### src/arhd_pkg.sv
// ----------------------------------------------------------------------------
// arhd_pkg
// Shared types, S-box table and byte helpers for the AES round
// Hamming-distance power model.
// ----------------------------------------------------------------------------
package arhd_pkg;

    localparam int ADDR_W = 5;
    localparam int DATA_W = 64;

    typedef enum logic [1:0]
    {
        REG_R1_LOW  = 2'd0,
        REG_R1_HIGH = 2'd1,
        REG_R2_LOW  = 2'd2,
        REG_R2_HIGH = 2'd3
    } arhd_reg_t;

    typedef struct packed
    {
        logic [127:0] round1;
        logic [127:0] round2;
    } arhd_keys_t;

    localparam logic [7:0] SBOX [0:255] = '{
        8'h63, 8'h7C, 8'h77, 8'h7B, 8'hF2, 8'h6B, 8'h6F, 8'hC5,
        8'h30, 8'h01, 8'h67, 8'h2B, 8'hFE, 8'hD7, 8'hAB, 8'h76,
        8'hCA, 8'h82, 8'hC9, 8'h7D, 8'hFA, 8'h59, 8'h47, 8'hF0,
        8'hAD, 8'hD4, 8'hA2, 8'hAF, 8'h9C, 8'hA4, 8'h72, 8'hC0,
        8'hB7, 8'hFD, 8'h93, 8'h26, 8'h36, 8'h3F, 8'hF7, 8'hCC,
        8'h34, 8'hA5, 8'hE5, 8'hF1, 8'h71, 8'hD8, 8'h31, 8'h15,
        8'h04, 8'hC7, 8'h23, 8'hC3, 8'h18, 8'h96, 8'h05, 8'h9A,
        8'h07, 8'h12, 8'h80, 8'hE2, 8'hEB, 8'h27, 8'hB2, 8'h75,
        8'h09, 8'h83, 8'h2C, 8'h1A, 8'h1B, 8'h6E, 8'h5A, 8'hA0,
        8'h52, 8'h3B, 8'hD6, 8'hB3, 8'h29, 8'hE3, 8'h2F, 8'h84,
        8'h53, 8'hD1, 8'h00, 8'hED, 8'h20, 8'hFC, 8'hB1, 8'h5B,
        8'h6A, 8'hCB, 8'hBE, 8'h39, 8'h4A, 8'h4C, 8'h58, 8'hCF,
        8'hD0, 8'hEF, 8'hAA, 8'hFB, 8'h43, 8'h4D, 8'h33, 8'h85,
        8'h45, 8'hF9, 8'h02, 8'h7F, 8'h50, 8'h3C, 8'h9F, 8'hA8,
        8'h51, 8'hA3, 8'h40, 8'h8F, 8'h92, 8'h9D, 8'h38, 8'hF5,
        8'hBC, 8'hB6, 8'hDA, 8'h21, 8'h10, 8'hFF, 8'hF3, 8'hD2,
        8'hCD, 8'h0C, 8'h13, 8'hEC, 8'h5F, 8'h97, 8'h44, 8'h17,
        8'hC4, 8'hA7, 8'h7E, 8'h3D, 8'h64, 8'h5D, 8'h19, 8'h73,
        8'h60, 8'h81, 8'h4F, 8'hDC, 8'h22, 8'h2A, 8'h90, 8'h88,
        8'h46, 8'hEE, 8'hB8, 8'h14, 8'hDE, 8'h5E, 8'h0B, 8'hDB,
        8'hE0, 8'h32, 8'h3A, 8'h0A, 8'h49, 8'h06, 8'h24, 8'h5C,
        8'hC2, 8'hD3, 8'hAC, 8'h62, 8'h91, 8'h95, 8'hE4, 8'h79,
        8'hE7, 8'hC8, 8'h37, 8'h6D, 8'h8D, 8'hD5, 8'h4E, 8'hA9,
        8'h6C, 8'h56, 8'hF4, 8'hEA, 8'h65, 8'h7A, 8'hAE, 8'h08,
        8'hBA, 8'h78, 8'h25, 8'h2E, 8'h1C, 8'hA6, 8'hB4, 8'hC6,
        8'hE8, 8'hDD, 8'h74, 8'h1F, 8'h4B, 8'hBD, 8'h8B, 8'h8A,
        8'h70, 8'h3E, 8'hB5, 8'h66, 8'h48, 8'h03, 8'hF6, 8'h0E,
        8'h61, 8'h35, 8'h57, 8'hB9, 8'h86, 8'hC1, 8'h1D, 8'h9E,
        8'hE1, 8'hF8, 8'h98, 8'h11, 8'h69, 8'hD9, 8'h8E, 8'h94,
        8'h9B, 8'h1E, 8'h87, 8'hE9, 8'hCE, 8'h55, 8'h28, 8'hDF,
        8'h8C, 8'hA1, 8'h89, 8'h0D, 8'hBF, 8'hE6, 8'h42, 8'h68,
        8'h41, 8'h99, 8'h2D, 8'h0F, 8'hB0, 8'h54, 8'hBB, 8'h16
    };

    // ShiftRows: source byte s lands at s - 4*row (mod 16)
    function automatic logic [3:0] shift_dest(input logic [3:0] s);
        return s - {s[1:0], 2'b00};
    endfunction

    // inverse of shift_dest
    function automatic logic [3:0] shift_src(input logic [3:0] d);
        return d + {d[1:0], 2'b00};
    endfunction

    function automatic logic [7:0] xtime(input logic [7:0] x);
        return {x[6:0], 1'b0} ^ (x[7] ? 8'h1b : 8'h00);
    endfunction

    function automatic logic [3:0] popcount8(input logic [7:0] v);
        logic [3:0] n;
        n = 4'd0;
        for (int i = 0; i < 8; i++)
        begin
            n = n + {3'd0, v[i]};
        end
        return n;
    endfunction

endpackage

### src/arhd_regs.sv
// ----------------------------------------------------------------------------
// arhd_regs
// APB register file holding the assumed first and second round keys.
// ----------------------------------------------------------------------------
module arhd_regs
    import arhd_pkg::*;
(
    input  logic              clk,
    input  logic              rst_n,
    input  logic              psel,
    input  logic              penable,
    input  logic              pwrite,
    input  logic [ADDR_W-1:0] paddr,
    input  logic [DATA_W-1:0] pwdata,
    output logic [DATA_W-1:0] prdata,
    output logic              pready,
    output arhd_keys_t        keys
);

    logic [63:0] r1_low_reg;
    logic [63:0] r1_high_reg;
    logic [63:0] r2_low_reg;
    logic [63:0] r2_high_reg;
    arhd_reg_t   reg_idx;
    logic        wr_en;

    assign reg_idx = arhd_reg_t'(paddr[4:3]);
    assign wr_en   = psel && penable && pwrite;
    assign pready  = 1'b1;

    always_ff @(posedge clk or negedge rst_n)
    begin
        if (!rst_n)
        begin
            r1_low_reg  <= '0;
            r1_high_reg <= '0;
            r2_low_reg  <= '0;
            r2_high_reg <= '0;
        end
        else if (wr_en)
        begin
            unique case (reg_idx)
                REG_R1_LOW:  r1_low_reg  <= pwdata;
                REG_R1_HIGH: r1_high_reg <= pwdata;
                REG_R2_LOW:  r2_low_reg  <= pwdata;
                REG_R2_HIGH: r2_high_reg <= pwdata;
                default:     r1_low_reg  <= r1_low_reg;
            endcase
        end
    end

    always_comb
    begin
        unique case (reg_idx)
            REG_R1_LOW:  prdata = r1_low_reg;
            REG_R1_HIGH: prdata = r1_high_reg;
            REG_R2_LOW:  prdata = r2_low_reg;
            REG_R2_HIGH: prdata = r2_high_reg;
            default:     prdata = '0;
        endcase
    end

    assign keys.round1 = {r1_high_reg, r1_low_reg};
    assign keys.round2 = {r2_high_reg, r2_low_reg};

endmodule

### config.mk
export PLATFORM = sky130hd
export DESIGN_NAME = arhd_regs
export DESIGN_NICKNAME = d
export VERILOG_FILES = /design/src/arhd_pkg.sv /design/src/arhd_regs.sv
export SDC_FILE = /design/constraint.sdc
export NUM_CORES = 1
export LEC_CHECK = 0
export ABC_AREA = 1
export BUFFER_PORTS_ARGS = -buffer_cell sky130_fd_sc_hd__buf_2
export CORE_UTILIZATION = 50
export DETAILED_ROUTE_END_ITERATION = 16
export GPL_ROUTABILITY_DRIVEN = 0
export PLACE_DENSITY = 0.83
export SLEW_MARGIN = 20
export SYNTH_ARGS = -nofsm -noshare
export SYNTH_HDL_FRONTEND = slang
export SYNTH_SLANG_ARGS = --single-unit
export TNS_END_PERCENT = 50
### constraint.sdc
create_clock -name clk -period 3.6 [get_ports clk]
set_clock_uncertainty 0.1 [all_clocks]
set_input_delay 0.54 -clock clk [delete_from_list [all_inputs] [get_ports clk]]
set_output_delay 0.54 -clock clk [all_outputs]
set_load 0.02 [all_outputs]
# Yosys cells after proc, flatten, opt, wreduce, memory -nomap -nowiden
# Cells that the tools add are included.
[word_totals]
register_bits = 256
wordCells = 15
[classes]
eq_ne = 3
n_mux = 1
reduce_logical = 7
[op_table]
columns = ["op", "n"]
rows = [
  ["64-bit case mux with 4 select lines", 1],
  ["2-bit AND reduction", 4],
  ["2-bit == test, second input constant", 2],
  ["2-bit by 1-bit == test with 1-bit output, second input constant", 1],
  ["1-bit logical AND", 2],
  ["2-bit logical NOT", 1],
]

# Longest topological paths before layout
[depth]
word_depth = 3
mapped_depth = 8
ltp_nobuf = 6

# Least setup slack after synthesis
# Ideal clock, no wire load.
[synth_path]
path_type = "input port to output port"
from = "input paddr[4]"
to = "output prdata[0]"
t_arrival_ns = 1.419
slack_ns = 1.541
path_stages = 6
path_buffers = 3
path_cell_list = "buf_4 > nor2_2 > buf_4 > buf_2 > nand2_1 > nand4_1"
[synth_between]
elab_chain_cells = 2
elab_cells_between_ends = 5
cone_classes = "eq/ne: 3; mux: 1; reduce/logical: 1"
[synth_lines]
columns = ["item", "line_no", "rtl"]
rows = [
  ["start: declaration", "arhd_regs.sv:13", "input logic [ADDR_W-1:0] paddr,"],
  ["2-bit == test, or another cell as far along", "arhd_regs.sv:54", "unique case (reg_idx)"],
  ["64-bit case mux with 4 select lines *", "arhd_regs.sv:54", ""],
  ["end: declaration", "arhd_regs.sv:15", "output logic [DATA_W-1:0] prdata,"],
]
# Mark *: on every way between the ends. The rest lies on a longest branch, timed or not.

# Worst setup path in the final report
[layout_path]
from = "input paddr[3]"
to = "output prdata[59]"
# The elaborated chain is that of the path after synthesis.

==> run summary <==
Startpoint Class - input port
Dpl hpwl - 24,300 µm
Fmax - 358 MHz
Final Core Density - 0.625
Fin. max-slew vios - 0
Status - complete, no violations
Inserted Clock Buffers - 27
Seq/Total Area, Yosys - 0.538
H-tree depth - 1
Crit-path cells - buf_4 > inv_2 > buf_12 > nand3_1 > nand4_1 > buf_2
Drt via density - 5.59
Post-route setup slack - 0.804 ns
GR Overflow Total - 0
Area delta synth->final - 22.9%
Cell variety after synth - 17
Overall routing resource usage - 0.317
Final Power - 9.57 mW
DR WL/cell - 18.4 µm
Vias in the first global route - 11,300
Longest Clk Path Bufs - 3
Tightest Pin Transition - 0.935 ns
Register area - 6410 µm²
Leakage - 8.43 nW
Setup tns final - 0 ns
Worst path arrival time - 2.16 ns
Final wirelength - 39,500 µm
Via Count - 12,000
FF+latch count, synth - 256
Cell area after synthesis - 11,900 µm²
Clock tree sinks - 256
Rows - 56
Antenna diodes - 0
CTS tree - yes
# Max-Cap Violations - 0
DRC - 0
VDD IR max - 0.477 mV
Synth warnings - 0
Worst-path clk slew - 0.06 ns
Die Ht - 156 µm
Commonest non-fill, non-tap cell in the layout - nand2_1
Critical path required time - 2.96 ns
Min Tclk post-route - 2.80 ns
Die area - 24,400 µm²
HP Class - in2reg
Root buffer cell - clkbuf_16
Buffers on Ports - 390
Kind of critical path - in2out
Post-cts resize count - 0
Final period util - 0.777
Fillers - 2,021
Commonest non-fill, non-tap cells in the layout - nand2_1, buf_2, dfrtp_1
Initial Utilization - 0.509
Core Region - 23,400 µm²
DRT iter0 DRCs - 1,006
Slowest-stage cell, CP - inv_2
Clk Latency, worst-skew pair - 0.52 ns
Crit. End Element - output port
Post-placement setup slack - 0.827 ns
RSZ-0062 raised after global routing - false
Die X - 156 µm
Syn Area/Cell - 8.11 µm²
Pre-antenna DRT Iters - 7
CP Max Fanout - 42
Share of cells above drive strength 1 - 0.259
Initial antenna violation count - 0
Final Hold Viols - 0
First-pass GRT wire length - 60,400 µm
Number of post-CTS setup repair buffers - 0
Synth Instances - 1,467
Ports - 395
CP peak stage delay - 0.52 ns
Antenna-violating nets left - 0
Pwr dens - 654 nW/µm²
Max_slew headroom - 0.376
Nets - 1,881
Largest net degree at the start of global routing - 101
Area of the multi-input gates - 4680 µm²
Setup violations, final - 0
Syn Nets - 1,541
## critical path: cells and delay by family
family	cells	cell delay (ns)
buffers and inverters	4	1.25
AND/OR/NAND/NOR	2	0.28
## synth_stat cells
cell type	n	area, µm²
inv_1	2	7.51
nor2_4	1	11.3
nand3_4	1	17.5
nor2_2	1	6.26
inv_2	4	15.0
nand3_1	192	961
buf_4	5	37.5
conb_1	1	3.75
nand2_2	3	18.8
nand2_1	834	3130
nand2_4	4	45.0
buf_2	35	175
dfrtp_1	256	6410
buf_6	48	541
nor2_8	4	80.1
nand4_1	64	400
clkbuf_1	12	45.0
## routing by layer
metal  track usage  wire length [µm]  vias up
li1              -                 -     5355
met4         0.157              1860        0
met3        0.0681              4390      160
met5             0                 0        -
met1         0.401             14700     5686
met2         0.517             18600      794
## cell families (layout without fill, tap and decap cells)
| kind of cell | count (synthesis) | count (layout) | share of synthesized area |
|---|---|---|---|
| AND/OR/NAND/NOR | 1104 | 1104 | 0.392 |
| other | 1 | 1 | 0.000315 |
| buffers and inverters | 106 | 465 | 0.0690 |
| flip-flops | 256 | 256 | 0.538 |
## path summary, 6_finish.rpt
| path | from | endpoint | slack [ns] | depth (start not counted) |
|---|---|---|---|---|
| setup / recovery | paddr[3] | prdata[59] | 0.80 | 6 |
| hold / removal | pwdata[7] | r2_high_reg[7]$_DFFE_PN0P_ | 0.16 | 3 |
| setup reg to reg | r1_low_reg[31]$_DFFE_PN0P_ | r1_low_reg[31]$_DFFE_PN0P_ | 2.77 | 2 |
| hold reg to reg | r1_high_reg[38]$_DFFE_PN0P_ | r1_high_reg[38]$_DFFE_PN0P_ | 0.39 | 2 |
| max in group asynchronous | rst_n | r1_low_reg[5]$_DFFE_PN0P_ | 2.04 | 3 |
| min in group asynchronous | rst_n | r2_low_reg[22]$_DFFE_PN0P_ | 0.47 | 2 |
## power by group
group	internal, mW	total [mW]	switching, mW
clock	1.65	2.79	1.14
combinational	0.868	2.79	1.92
sequential	3.47	3.99	0.518
## area by class of cell
| type | instances | share of cell area |
|---|---|---|
| flip-flops and latches | 256 | 0.438 |
| well taps | 319 | 0.0273 |
| multi-input cells | 1105 | 0.320 |
| clock inverters | 11 | 0.00753 |
| clock buffers | 37 | 0.0535 |
| repair buffers | 411 | 0.152 |
| inverters | 6 | 0.00154 |
## what timing repair did
action	4_1_cts	5_1_grt
endpoints found under the setup margin	0	0
hold buffers	1	0
hold endpoints to repair	74	0
## through the flow
stage	hold slack [ns]	cells	area (µm²)
after CTS	0.139	2145	14600
after detailed placement	0.378	2096	13700
after global routing	0.153	2145	14600
after floorplan	0.144	1467	11900
after global placement	0.374	2096	13700
final	0.155	2145	14600
No activity file was read; power rests on OpenSTA's default activity.
